$ cat config.mk
export PLATFORM = sky130hd
export DESIGN_NAME = apic_style_countdown_timer_top
export DESIGN_NICKNAME = d
export VERILOG_FILES = /design/src/hw/rtl/apic_tmr_pkg.sv /design/src/hw/rtl/apic_style_countdown_timer_top.sv /design/src/hw/rtl/apic_tmr_in_stage.sv /design/src/hw/rtl/apic_tmr_core.sv /design/src/hw/rtl/apic_tmr_out_stage.sv
export SDC_FILE = /design/constraint.sdc
export NUM_CORES = 1
export LEC_CHECK = 0
export BUFFER_PORTS_ARGS = -buffer_cell sky130_fd_sc_hd__buf_2
export CORE_UTILIZATION = 55
export CTS_BUF_LIST = sky130_fd_sc_hd__clkbuf_4 sky130_fd_sc_hd__clkbuf_8
export DETAILED_ROUTE_END_ITERATION = 16
export PLACE_DENSITY = 0.71
export SLEW_MARGIN = 15
export SYNTH_ARGS = -nofsm -noshare
export SYNTH_HDL_FRONTEND = slang
export SYNTH_HIERARCHICAL = 1
export SYNTH_SLANG_ARGS = --single-unit
$ cat constraint.sdc
create_clock -name aclk -period 4.4 [get_ports aclk]
set_clock_uncertainty 0.15 [all_clocks]
set_input_delay 0.88 -clock aclk [delete_from_list [all_inputs] [get_ports aclk]]
set_output_delay 0.88 -clock aclk [all_outputs]
set_load 0.005 [all_outputs]
$ cat src/hw/rtl/apic_tmr_pkg.sv
// apic_tmr_pkg: shared types, register codes and a helper function for the
// countdown timer; used by every other module under hw/rtl but apic_tmr_checker
package apic_tmr_pkg;

    localparam int DATA_W = 32;
    localparam int VEC_W  = 8;
    localparam int PRE_W  = 7;
    localparam int DIV_W  = 4;

    // commands
    localparam logic [1:0] CMD_TICK  = 2'd0;
    localparam logic [1:0] CMD_WRITE = 2'd1;
    localparam logic [1:0] CMD_READ  = 2'd2;

    // register selects
    localparam logic [1:0] REG_LVT     = 2'd0;
    localparam logic [1:0] REG_INIT    = 2'd1;
    localparam logic [1:0] REG_CURRENT = 2'd2;
    localparam logic [1:0] REG_DIVIDE  = 2'd3;

    localparam int LVT_PERIODIC_BIT = 17;
    localparam logic [DIV_W-1:0] DIVIDE_KEEP_MASK = 4'hB;

    typedef struct packed {
        logic [1:0]        cmd;
        logic [1:0]        reg_sel;
        logic [DATA_W-1:0] write_data;
    } item_t;

    typedef struct packed {
        logic [DATA_W-1:0] read_data;
        logic              irq_fire;
        logic [VEC_W-1:0]  irq_vector;
    } result_t;

    // true when this tick completes a prescaler period
    function automatic logic prescale_hit(input logic [DIV_W-1:0] code,
                                          input logic [PRE_W-1:0] pre);
        logic [2:0]     sel;
        logic [2:0]     shift;
        logic [PRE_W:0] ratio;
        sel   = {code[3], code[1:0]};
        shift = sel + 3'd1;
        ratio = (PRE_W+1)'(1) << shift;
        return ({1'b0, pre} + (PRE_W+1)'(1)) >= ratio;
    endfunction

endpackage

$ cat src/hw/rtl/apic_style_countdown_timer_top.sv
// Countdown timer of the local interrupt controller kind.
//
// s_ channel: one item per handshake, a clock tick (cmd 0), a register write
// (cmd 1) or a register read (cmd 2); reg_sel picks LVT, initial count,
// current count or divide configuration. m_ channel: exactly one result per
// item, in order: read data for reads, irq_fire/irq_vector when a tick takes
// the count to zero.
// The item waits in an input register and passes the timer logic into the
// result register once that register is empty or its result is being taken.
// Throughput is one item per cycle while m_ready stays high, set by the single
// pass through the timer logic between the two registers.
// When m_ready is low the result register holds its item; the input register
// still takes one more item, after which s_ready drops until the result is
// taken.
// aresetn (synchronous, active low) empties both registers and returns the
// timer to its reset state: count stopped, one-shot, vector zero, divide by
// two, prescaler cleared.
// depends on apic_tmr_pkg and the apic_tmr_* modules
module apic_style_countdown_timer_top (
    input  logic        aclk,
    input  logic        aresetn,
    input  logic        s_valid,
    output logic        s_ready,
    input  logic [1:0]  s_cmd,
    input  logic [1:0]  s_reg_sel,
    input  logic [31:0] s_write_data,
    output logic        m_valid,
    input  logic        m_ready,
    output logic [31:0] m_read_data,
    output logic        m_irq_fire,
    output logic [7:0]  m_irq_vector
);

    apic_tmr_pkg::item_t   s_item;
    apic_tmr_pkg::item_t   item;
    apic_tmr_pkg::result_t result;
    apic_tmr_pkg::result_t m_result;
    logic                  item_valid;
    logic                  out_free;
    logic                  advance;

    assign s_item.cmd        = s_cmd;
    assign s_item.reg_sel    = s_reg_sel;
    assign s_item.write_data = s_write_data;

    // the held item is processed in the cycle it moves to the result register
    assign advance = item_valid && out_free;

    apic_tmr_in_stage u_in (
        .aclk       (aclk),
        .aresetn    (aresetn),
        .s_valid    (s_valid),
        .s_ready    (s_ready),
        .s_item     (s_item),
        .advance    (advance),
        .item_valid (item_valid),
        .item       (item)
    );

    apic_tmr_core u_core (
        .aclk    (aclk),
        .aresetn (aresetn),
        .go      (advance),
        .item    (item),
        .result  (result)
    );

    apic_tmr_out_stage u_out (
        .aclk     (aclk),
        .aresetn  (aresetn),
        .load     (advance),
        .result   (result),
        .free     (out_free),
        .m_valid  (m_valid),
        .m_ready  (m_ready),
        .m_result (m_result)
    );

    assign m_read_data  = m_result.read_data;
    assign m_irq_fire   = m_result.irq_fire;
    assign m_irq_vector = m_result.irq_vector;

endmodule

$ cat src/hw/rtl/apic_tmr_in_stage.sv
// apic_tmr_in_stage: input register holding one accepted item
// depends on apic_tmr_pkg
module apic_tmr_in_stage (
    input  logic                 aclk,
    input  logic                 aresetn,
    input  logic                 s_valid,
    output logic                 s_ready,
    input  apic_tmr_pkg::item_t  s_item,
    input  logic                 advance,
    output logic                 item_valid,
    output apic_tmr_pkg::item_t  item
);

    logic                valid_reg;
    logic                valid_next;
    apic_tmr_pkg::item_t item_reg;

    // free when empty or when the held item moves on this cycle
    assign s_ready    = !valid_reg || advance;
    assign valid_next = s_ready ? s_valid : valid_reg;

    always_ff @(posedge aclk) begin
        if (!aresetn) begin
            valid_reg <= 1'b0;
        end else begin
            valid_reg <= valid_next;
        end
    end

    always_ff @(posedge aclk) begin
        if (s_valid && s_ready) begin
            item_reg <= s_item;
        end
    end

    assign item_valid = valid_reg;
    assign item       = item_reg;

endmodule

$ cat src/hw/rtl/apic_tmr_core.sv
// apic_tmr_core: timer register file, prescaler and countdown; turns one item
// into one result per cycle while go is high. depends on apic_tmr_pkg
module apic_tmr_core (
    input  logic                   aclk,
    input  logic                   aresetn,
    input  logic                   go,
    input  apic_tmr_pkg::item_t    item,
    output apic_tmr_pkg::result_t  result
);

    logic [apic_tmr_pkg::DATA_W-1:0] count_now_reg,    count_now_next;
    logic [apic_tmr_pkg::DATA_W-1:0] count_reload_reg, count_reload_next;
    logic [apic_tmr_pkg::DIV_W-1:0]  divide_code_reg,  divide_code_next;
    logic                            periodic_reg,     periodic_next;
    logic [apic_tmr_pkg::VEC_W-1:0]  vector_reg,       vector_next;
    logic [apic_tmr_pkg::PRE_W-1:0]  prescale_reg,     prescale_next;

    logic [apic_tmr_pkg::DATA_W-1:0] count_dec;

    assign count_dec = count_now_reg - apic_tmr_pkg::DATA_W'(1);

    always_comb begin
        count_now_next    = count_now_reg;
        count_reload_next = count_reload_reg;
        divide_code_next  = divide_code_reg;
        periodic_next     = periodic_reg;
        vector_next       = vector_reg;
        prescale_next     = prescale_reg;
        result            = '0;

        case (item.cmd)
            apic_tmr_pkg::CMD_TICK: begin
                // a stopped timer ignores ticks
                if (count_now_reg != '0) begin
                    if (apic_tmr_pkg::prescale_hit(divide_code_reg, prescale_reg)) begin
                        prescale_next  = '0;
                        count_now_next = count_dec;
                        if (count_dec == '0) begin
                            result.irq_fire   = 1'b1;
                            result.irq_vector = vector_reg;
                            if (periodic_reg) begin
                                count_now_next = count_reload_reg;
                            end
                        end
                    end else begin
                        prescale_next = prescale_reg + apic_tmr_pkg::PRE_W'(1);
                    end
                end
            end
            apic_tmr_pkg::CMD_WRITE: begin
                case (item.reg_sel)
                    apic_tmr_pkg::REG_LVT: begin
                        vector_next   = item.write_data[apic_tmr_pkg::VEC_W-1:0];
                        periodic_next = item.write_data[apic_tmr_pkg::LVT_PERIODIC_BIT];
                    end
                    apic_tmr_pkg::REG_INIT: begin
                        count_reload_next = item.write_data;
                        count_now_next    = item.write_data;
                        prescale_next     = '0;
                    end
                    apic_tmr_pkg::REG_DIVIDE: begin
                        divide_code_next = item.write_data[apic_tmr_pkg::DIV_W-1:0]
                                         & apic_tmr_pkg::DIVIDE_KEEP_MASK;
                        prescale_next    = '0;
                    end
                    default: begin
                        // current count is read only
                    end
                endcase
            end
            apic_tmr_pkg::CMD_READ: begin
                case (item.reg_sel)
                    apic_tmr_pkg::REG_LVT: begin
                        result.read_data = apic_tmr_pkg::DATA_W'(vector_reg);
                        result.read_data[apic_tmr_pkg::LVT_PERIODIC_BIT] = periodic_reg;
                    end
                    apic_tmr_pkg::REG_INIT: begin
                        result.read_data = count_reload_reg;
                    end
                    apic_tmr_pkg::REG_CURRENT: begin
                        result.read_data = count_now_reg;
                    end
                    default: begin
                        result.read_data = apic_tmr_pkg::DATA_W'(divide_code_reg);
                    end
                endcase
            end
            default: begin
                // unused command leaves everything alone
            end
        endcase
    end

    always_ff @(posedge aclk) begin
        if (!aresetn) begin
            count_now_reg    <= '0;
            count_reload_reg <= '0;
            divide_code_reg  <= '0;
            periodic_reg     <= 1'b0;
            vector_reg       <= '0;
            prescale_reg     <= '0;
        end else if (go) begin
            count_now_reg    <= count_now_next;
            count_reload_reg <= count_reload_next;
            divide_code_reg  <= divide_code_next;
            periodic_reg     <= periodic_next;
            vector_reg       <= vector_next;
            prescale_reg     <= prescale_next;
        end
    end

endmodule

$ cat src/hw/rtl/apic_tmr_out_stage.sv
// apic_tmr_out_stage: result register in front of the m_ channel
// depends on apic_tmr_pkg
module apic_tmr_out_stage (
    input  logic                   aclk,
    input  logic                   aresetn,
    input  logic                   load,
    input  apic_tmr_pkg::result_t  result,
    output logic                   free,
    output logic                   m_valid,
    input  logic                   m_ready,
    output apic_tmr_pkg::result_t  m_result
);

    logic                  valid_reg;
    logic                  valid_next;
    apic_tmr_pkg::result_t result_reg;

    assign free       = !valid_reg || m_ready;
    assign valid_next = load || (valid_reg && !m_ready);

    always_ff @(posedge aclk) begin
        if (!aresetn) begin
            valid_reg <= 1'b0;
        end else begin
            valid_reg <= valid_next;
        end
    end

    always_ff @(posedge aclk) begin
        if (load) begin
            result_reg <= result;
        end
    end

    assign m_valid  = valid_reg;
    assign m_result = result_reg;

endmodule

==> metrics.txt, run 1 <==
max-cap viol count 0; combinational share of power 13.0%; placed cell areas 8356 um^2; Routed WL 19.41 mm; post-synthesis mux area share 3.803%; asr flop ratio synth 0%; Syn-to-layout area delta 12.22%; GR Util met2 42.54%; Routed WL per cell 18.19 um; antenna violations before repair 0; worst reg-to-reg path cell count 7; PortBufs 82; Startpoint Class flop; die area 14720 um^2; Critical Path End u_out/m_result[0]$_DFFE_PP_; core area 13880 um^2; Clock Pin Slew Worst Setup and Hold Paths 0.08 ns; Slowest cell on crit path or4_4; Post-route DRC 0; Internal 0.002470 W; commonest non-fill, non-tap cell in the layout nand2_1; most frequent CP cell or4_4; root buffer cell clkbuf_8; Synth Cell Area 7831 um^2; Die Height 121.3 um; Synth Flop Type dfxtp_1; GRT Total Usage 27.30%; Syn Inst Count 823; commonest cells after routing, fill and taps aside 108 x nand2_1, 90 x nor2_1, 85 x dfxtp_1, 82 x buf_2, 77 x edfxtp_1; gpl congestion 0.9612; Post-synth EDFFs 77; crit path max fanout 10; clock share of power 36.4%; multi-input logic area 3548 um^2; TNS Setup 0 ns; Initial DRT Pass Iterations 8; fillers 1136; # clock sinks 162; period utilization 90.63%; R2R Path Start u_core/count_now_reg[12]$_SDFFE_PN0P_; Vias 6460; largest net degree at the start of global routing 52; fraction of met3 tracks used by global routing 6.485%; final worst slack 0.4124 ns; clock buffer depth 2; post-synthesis sequential area ratio 51.25%; P_sw 0.0008398 W; Least-Margin Pin Slew 0.9509 ns; Synth area leaders edfxtp_1 30%, dfxtp_1 22%, nand2_1 5.2%; CTS resizes 0; average size of a mapped cell 9.516 um^2; post-synthesis adder-cell area fraction 1.917%; TritonCTS clock tree done; largest family of logic cells by synthesized area simple AND/OR/NAND/NOR gates; fmax 0.2508 GHz; grt total ovfl 0; total power of the final layout 0.003310 W; Final HPWL DP 12.51 mm; layout cells sized above 1 16.57%; Slew Viols, Final 0; CP top delay family simple AND/OR/NAND/NOR gates; Setup WS pre-CTS 0.4896 ns; Post-Synth Simple-Gate Area 20.48%; switch share 25.37%; post-synthesis compound-gate area fraction 15.47%; Top Usage Layer GRT met2; Ys Warns 6; peak supply drop 0.2928 mV; IO Count 83; Final Hold Fails 0; initial core utilization 56.42%; area leader, netlist edfxtp_1; r2r endpoint u_out/m_result[0]$_DFFE_PP_; CTS Hold Buffers Added 0; CP max stage delay 0.62 ns; Nets 928; Synth top area share 29.53%; status complete, no violations; Diodes inserted 0; first-pass GRT wire length 30.77 mm; post-synthesis xor/xnor area fraction 3.355%; register area 4014 um^2; setup violators final 0; hold path start u_core/count_reload_reg[0]$_SDFFE_PN0P_; Site Rows 43; Inserted Clock Buffers 17; post-synth net total 875; Crit path depth 7; #FFs+latches synth 162; number of global-route vias before repair 6007; Final ANT Viol Nets 0; fin area 8788 um^2; Worst-Skew Late Latency 0.47 ns; Largest register FFs 41; Netlist cell types 65; worst reg-to-reg setup slack 0.41 ns; register share of total power 50.5%; P_leak 3.350 nW; Setup Buffers After CTS 0; CP required 4.58 ns; CP Class reg -> reg; critical path startpoint u_core/count_now_reg[12]$_SDFFE_PN0P_; WP buf/inv 0; routed vias/inst 6.054; worst-path cell chain or4_4, or4_4, or4b_1, a211o_1, or4_4, nor4_4, and2_1; Clock H-tree levels 4; chip width 121.3 um; Worst setup EP type flop; slew margin rel. 36.37%; Min-Delay Path Class reg -> reg; RSZ-0062 raised after global routing false; met1 Usage GRT 36.93%; 1st-iter DRT viols 860; pwr/cell area 376.6 nW/um^2; min Tclk post-route 3.988 ns; Arrival @ worst endpoint 4.17 ns
-- power by group through the flow --
stage	Combinational [W]	Clock (W)	Sequential [W]
final	0.000432	0.00121	0.00167
after global routing	0.000476	0.00128	0.00168
after CTS	0.000427	0.00122	0.00167
after detailed placement	0.000424	0	0.00171
after global placement	0.000410	0	0.00170
after floorplan	0.000308	0	0.00169
-- final cells by class --
cell class | count | share of cell area (%)
Sequential cell | 162 | 45.67
Inverter | 6 | 0.2563
Timing Repair Buffer | 100 | 6.207
Clock buffer | 18 | 2.748
Tap cell | 180 | 2.563
Clock inverter | 12 | 2.178
Multi-Input combinational cell | 589 | 40.38
-- tightest hold or removal path, cell delays in order, from the launching register on --
cell and delay (ns):
dfxtp_1 0.33, nand2_1 0.05, a21oi_1 0.05
-- logic make-up after synthesis --
| logic type | after synthesis |
|---|---|
| AOI/OAI and AO/OA | 195 |
| xor gates and xnor gates | 30 |
| adders and majority gates | 12 |
| buffers and inverters | 72 |
| DFF | 162 |
| muxes | 26 |
| and+or+nand+nor | 326 |
-- per-layer routing --
| layer | up-vias | routed length [um] |
|---|---|---|
| met5 | - | 0 |
| met3 | 30 | 1530 |
| li1 | 3089 | - |
| met4 | 0 | 281 |
| met2 | 283 | 9008 |
| met1 | 3058 | 8593 |
-- worst min path at each step --
stage	to	slack, ns	cells after the start
2_1_floorplan	u_core/count_reload_reg[3]$_SDFFE_PN0P_	0.30	2
6_report	u_core/count_reload_reg[0]$_SDFFE_PN0P_	0.33	2
5_1_grt	u_core/count_reload_reg[4]$_SDFFE_PN0P_	0.35	2
3_3_place_gp	u_core/count_reload_reg[0]$_SDFFE_PN0P_	0.30	2
4_1_cts	u_core/count_reload_reg[30]$_SDFFE_PN0P_	0.33	2
3_5_place_dp	u_core/count_reload_reg[0]$_SDFFE_PN0P_	0.32	2
-- through the flow --
step | cells | hold WS [ns] | utilization [%]
3_5_place_dp | 1037 | 0.3178 | 60.19
3_3_place_gp | 1037 | 0.3041 | 60.19
2_1_floorplan | 823 | 0.2965 | -
6_report | 1067 | 0.3279 | 63.31
4_1_cts | 1067 | 0.3293 | 63.31
5_1_grt | 1067 | 0.3494 | 63.31
-- synthesized netlist by cell type, drive strengths merged (17+ instances only) --
master and number:
nand2 108, nor3 20, a22oi 24, xnor2 17, a21oi 50, clkbuf 59, nor2 90, mux2i 23
edfxtp 77, dfxtp 85, o21ai 40, a31oi 50
Note: power is estimated with default switching activity, not from simulation.
==> run 2: changes to the inputs <==
--- a/config.mk
+++ b/config.mk
@@ -7,7 +7,7 @@
 export LEC_CHECK = 0
 export BUFFER_PORTS_ARGS = -buffer_cell sky130_fd_sc_hd__buf_2
 export CORE_UTILIZATION = 55
-export CTS_BUF_LIST = sky130_fd_sc_hd__clkbuf_4 sky130_fd_sc_hd__clkbuf_8
+export CTS_BUF_LIST = sky130_fd_sc_hd__clkbuf_16
 export DETAILED_ROUTE_END_ITERATION = 16
 export PLACE_DENSITY = 0.71
 export SLEW_MARGIN = 15
==> run 2 against run 1 <==
Against the previous run:
- sequential share of layout area fell by 0.95 points
- sequential power barely moved
- worst setup slack improved by 0.024 ns
- worst hold slack got worse by 0.0030 ns
- cell count did not move
- combinational power barely moved
- register-to-register slack improved by 0.02 ns
- critical endpoint unchanged
- total power rose by 11%
==> metrics.txt, run 2 (same netlist as run 1, synthesis figures left out) <==
status complete, no violations; PortBufs 82 (unchanged); 1st-iter DRT viols 776 (-9.8%); pwr/cell area 410.2 nW/um^2 (+8.9%); Final Hold Fails 0 (unchanged); P_leak 3.438 nW (+2.6%); placed cell areas 8356 um^2 (unchanged); Startpoint Class flop; Routed WL 19.60 mm (+0.96%); Syn-to-layout area delta 14.62%; RSZ-0062 raised after global routing false; Largest register FFs 41 (unchanged); CP required 4.55 ns (-0.03 ns); largest net degree at the start of global routing 52 (unchanged); Worst setup EP type flop; number of global-route vias before repair 6096 (+1.5%); die area 14720 um^2 (unchanged); initial core utilization 56.42% (unchanged); commonest cells after routing, fill and taps aside 108 x nand2_1, 90 x nor2_1, 85 x dfxtp_1, 82 x buf_2, 77 x edfxtp_1; worst reg-to-reg path cell count 7 (unchanged); critical path startpoint u_core/count_now_reg[12]$_SDFFE_PN0P_; GRT Total Usage 27.48% (+0.18 points); Clock Pin Slew Worst Setup and Hold Paths 0.06 ns (-0.02 ns); placed insts 1037 (unchanged); CP max stage delay 0.62 ns (about the same); Min-Delay Path Class reg -> reg; final std cells w/o fill 1067 (unchanged); fmax 0.2523 GHz (+0.60%); clock buffer depth 2 (unchanged); Nets 928 (unchanged); min Tclk post-route 3.964 ns (-0.02395 ns); R2R Path Start u_core/count_now_reg[12]$_SDFFE_PN0P_; Site Rows 43 (unchanged); Diodes inserted 0 (unchanged); Least-Margin Pin Slew 0.9422 ns (-0.008650 ns); Setup Buffers After CTS 0 (unchanged); core area 13880 um^2 (unchanged); crit path max fanout 10 (unchanged); first-pass GRT wire length 30.93 mm (+0.54%); antenna violations before repair 0 (unchanged); chip width 121.3 um (unchanged); most frequent CP cell or4_4; Slowest cell on crit path or4_4; Clock H-tree levels 4 (unchanged); r2r endpoint u_out/m_result[0]$_DFFE_PP_; peak supply drop 0.3393 mV (+16%); Vias 6546 (+1.3%); TritonCTS clock tree done; Final HPWL DP 12.51 mm (unchanged); fillers 1110 (-2.3%); Routed WL per cell 18.37 um (+0.96%); IO Count 83 (unchanged); Initial DRT Pass Iterations 6 (-2); Critical Path End u_out/m_result[0]$_DFFE_PP_; root buffer cell clkbuf_16; Inserted Clock Buffers 17 (unchanged); Die Height 121.3 um (unchanged); hold path start u_core/count_reload_reg[0]$_SDFFE_PN0P_; worst-path cell chain or4_4, or4_4, or4b_1, a211o_1, or4_4, nor4_4, and2_1; fin area 8976 um^2 (+2.1%); Final ANT Viol Nets 0 (unchanged); layout cells sized above 1 16.46% (-0.11 points); Arrival @ worst endpoint 4.11 ns (-0.06 ns); gpl congestion 0.9612 (unchanged); TNS Setup 0 ns (unchanged); Worst-Skew Late Latency 0.43 ns (-0.04 ns); max-cap viol count 0 (unchanged); grt total ovfl 0 (unchanged); Hold WS 0.3249 ns (-0.003039 ns); routed vias/inst 6.135 (+1.3%); period utilization 90.08% (-0.54 points); Post-route DRC 0 (unchanged); CTS Hold Buffers Added 0 (unchanged); slew margin rel. 36.95% (+0.58 points); CP Class reg -> reg; worst reg-to-reg setup slack 0.44 ns (+0.02 ns); CTS resizes 0 (unchanged); # clock sinks 162 (unchanged); commonest non-fill, non-tap cell in the layout nand2_1; Slew Viols, Final 0 (unchanged); setup violators final 0 (unchanged)
[run 2: worst max-delay path, delay by kind of cell (launching register included)]
family	cells	cell delay, ns
AND/OR/NAND/NOR	6	2.94
AO/OA/AOI/OAI	1	0.34
flip-flops	1	0.40
[run 2: cell type report]
| class | instances | area (um^2) | area share (%) |
|---|---|---|---|
| tap | 180 | 225.2 | 2.509 |
| inverter | 6 | 22.52 | 0.2509 |
| sequential | 162 | 4014 | 44.72 |
| timing repair buffer | 100 | 545.5 | 6.077 |
| clock buffer | 17 | 425.4 | 4.739 |
| clock inverter | 13 | 195.2 | 2.175 |
| multi-input combinational | 589 | 3548 | 39.53 |
[run 2: stage by stage]
step | power (W) | util, % | setup slack, ns
after floorplan | 0.001999 | - | 0.7378
after global routing | 0.003808 | 64.67 | 0.3127
after detailed placement | 0.002130 | 60.19 | 0.4896
final | 0.003682 | 64.67 | 0.4364
after CTS | 0.003697 | 64.67 | 0.4384
after global placement | 0.002114 | 60.19 | 0.5872
[run 2: worst min path at each step]
| stage | end | slack, ns | depth (start not counted) |
|---|---|---|---|
| after global routing | u_core/count_reload_reg[13]$_SDFFE_PN0P_ | 0.34 | 2 |
| after detailed placement | u_core/count_reload_reg[0]$_SDFFE_PN0P_ | 0.32 | 2 |
| after CTS | u_core/count_reload_reg[30]$_SDFFE_PN0P_ | 0.33 | 2 |
| final | u_core/count_reload_reg[0]$_SDFFE_PN0P_ | 0.32 | 2 |
| after floorplan | u_core/count_reload_reg[3]$_SDFFE_PN0P_ | 0.30 | 2 |
| after global placement | u_core/count_reload_reg[0]$_SDFFE_PN0P_ | 0.30 | 2 |
[run 2: routing by layer]
layer  part of all wire (%)  vias up  GRT usage (%)
met3                    8.4       42          6.297
li1                       -     3101              -
met5                      0        -              0
met2                     46      307          42.58
met4                    2.0        0          11.11
met1                     44     3096          37.00
[run 2: where the power goes]
group          switching (W)  internal (W)  leakage [nW]
logic               0.000265      0.000169          1.70
clock network       0.000582      0.000991         0.301
registers          0.0000406       0.00163          1.43
total               0.000887       0.00279          3.44
==> run 3: changes to the inputs <==
--- a/config.mk
+++ b/config.mk
@@ -6,8 +6,8 @@
 export NUM_CORES = 1
 export LEC_CHECK = 0
 export BUFFER_PORTS_ARGS = -buffer_cell sky130_fd_sc_hd__buf_2
+export CORE_MARGIN = 4
 export CORE_UTILIZATION = 55
-export CTS_BUF_LIST = sky130_fd_sc_hd__clkbuf_16
 export DETAILED_ROUTE_END_ITERATION = 16
 export PLACE_DENSITY = 0.71
 export SLEW_MARGIN = 15
==> run 3 against run 2 <==
Against the previous run:
- sequential power hardly changed
- clock-buffer cell count increased by 9
- sequential cell count is the same
- combinational power is essentially flat
- critical endpoint unchanged
==> metrics.txt, run 3 (same netlist as run 1, synthesis figures left out) <==
Worst-Skew Late Latency 0.43 ns (about the same); uppermost layer routed met4; TNS Setup 0 ns (unchanged); Vias 6564 (+0.27%); Setup Buffers After CTS 0 (unchanged); TritonCTS clock tree done; met2 WL 9.261 mm (+2.7%); number of global-route vias before repair 6395 (+4.9%); commonest non-fill, non-tap cell in the layout nand2_1; Post-route DRC 0 (unchanged); Startpoint Class flop; setup violators final 0 (unchanged); IO Count 83 (unchanged); Syn-to-layout area delta 15.34%; Slew Viols, Final 0 (unchanged); max-cap viol count 0 (unchanged); Slowest cell on crit path or4_4; placed cell areas 8386 um^2 (+0.36%); Clock H-tree levels 4 (unchanged); 1st-iter DRT viols 684 (-12%); Min-Delay Path Class reg -> reg; Least-Margin Pin Slew 0.7853 ns (-0.1569 ns); Inserted Clock Buffers 17 (unchanged); commonest cells after routing, fill and taps aside 108 x nand2_1, 90 x nor2_1, 85 x dfxtp_1, 82 x buf_2, 77 x edfxtp_1; routed vias/inst 6.117 (-0.29%); fillers 1115 (+0.45%); slew margin rel. 47.65% (+11 points); initial core utilization 56.20% (-0.22 points); Nets 932 (+0.43%); period utilization 89.19% (-0.89 points); Routed WL 19.78 mm (+0.91%); P_leak 3.462 nW (+0.71%); RSZ-0062 raised after global routing false; antenna violations before repair 0 (unchanged); WL met1 8.717 mm (+2.1%); Final HPWL DP 12.68 mm (+1.3%); Site Rows 43 (unchanged); Hold WS 0.3248 ns (-0.00005600 ns); CP required 4.55 ns (about the same); min Tclk post-route 3.924 ns (-0.03931 ns); worst-path cell chain or4_4, or4_4, or4b_1, a211o_1, or4_4, nor4_4, and2_1; Diodes inserted 0 (unchanged); CP Class reg -> reg; Routed WL per cell 18.43 um (+0.35%); GRT Total Usage 24.98% (-2.5 points); Final Hold Fails 0 (unchanged); root buffer cell clkbuf_16; pwr/cell area 410.6 nW/um^2 (+0.11%); most frequent CP cell or4_4; die area 16210 um^2 (+10%); peak supply drop 0.3076 mV (-9.3%); core area 13930 um^2 (+0.39%); largest net degree at the start of global routing 64 (+23%); Die Height 127.3 um (+4.9%); fmax 0.2548 GHz (+1.0%); clock buffer depth 2 (unchanged); CP max stage delay 0.62 ns (about the same); Worst setup EP type flop; layout cells sized above 1 16.80% (+0.34 points); CTS resizes 0 (unchanged); Clock Pin Slew Worst Setup and Hold Paths 0.06 ns (about the same); chip width 127.3 um (+4.9%); CTS Hold Buffers Added 0 (unchanged); grt total ovfl 0 (unchanged); gpl congestion 0.9134 (-5.0%); Largest register FFs 41 (unchanged); fin area 9032 um^2 (+0.63%); first-pass GRT wire length 32.26 mm (+4.3%); metal3 WL 1.384 mm (-16%); crit path max fanout 10 (unchanged); Initial DRT Pass Iterations 5 (-1); Arrival @ worst endpoint 4.07 ns (-0.04 ns); PortBufs 82 (unchanged); status complete, no violations; # clock sinks 162 (unchanged); Final ANT Viol Nets 0 (unchanged)
[run 3: cell types whose count changed in the layout (fill, tap and decap cells not counted)]
cell and change:
inv_1 -1, bufinv_16 -2, clkbuf_1 +5, buf_4 +4
clkinv_1 -2, clkbuf_16 +3, clkinv_2 -2, clkbuf_8 +1
[run 3: layout make-up]
cell class	instances	area [um^2]	share of cell area (%)
inverters	6	22.52	0.2493
repair buffers	104	575.6	6.372
multi-input cells	589	3548	39.29
clock inverters	6	113.9	1.261
flip-flops and latches	162	4014	44.44
clock buffers	26	533.0	5.901
well taps	180	225.2	2.493
[run 3: report_power, final]
part | total, W | internal [W] | switching, W
combinational | 0.000436 | 0.000174 | 0.000262
sequential | 0.00167 | 0.00163 | 0.0000398
clock | 0.00160 | 0.00101 | 0.000588
total | 0.00371 | 0.00282 | 0.000890
[run 3: stage by stage]
step	power, W	worst slack [ns]	instances	utilization [%]
5_1_grt	0.003845	0.3260	1073	64.82
6_report	0.003709	0.4757	1073	64.82
3_3_place_gp	0.002124	0.5741	1041	60.18
4_1_cts	0.003730	0.4833	1073	64.82
2_1_floorplan	0.001999	0.7378	823	-
3_5_place_dp	0.002136	0.4772	1041	60.18
[run 3: worst paths after layout]
check	from	endpoint	slack [ns]	cells after the start
hold reg to reg	u_core/count_reload_reg[0]$_SDFFE_PN0P_	u_core/count_reload_reg[0]$_SDFFE_PN0P_	0.32	2
setup reg to reg	u_core/count_now_reg[12]$_SDFFE_PN0P_	u_out/m_result[0]$_DFFE_PP_	0.48	7
setup / recovery	u_core/count_now_reg[12]$_SDFFE_PN0P_	u_out/m_result[0]$_DFFE_PP_	0.48	7
hold / removal	u_core/count_reload_reg[0]$_SDFFE_PN0P_	u_core/count_reload_reg[0]$_SDFFE_PN0P_	0.32	2
[run 3: critical path: cells and delay by family, from the launching register on]
| kind | cells | cell delay [ns] |
|---|---|---|
| AOI/OAI and AO/OA | 1 | 0.33 |
| DFF | 1 | 0.40 |
| and+or+nand+nor | 6 | 2.89 |
[run 3: routing by layer]
layer  GRT usage (%)  vias up
li1                -     3110
met1           34.01     3156
met2           39.08      260
met3           5.268       38
met4           10.22        0
met5               0        -
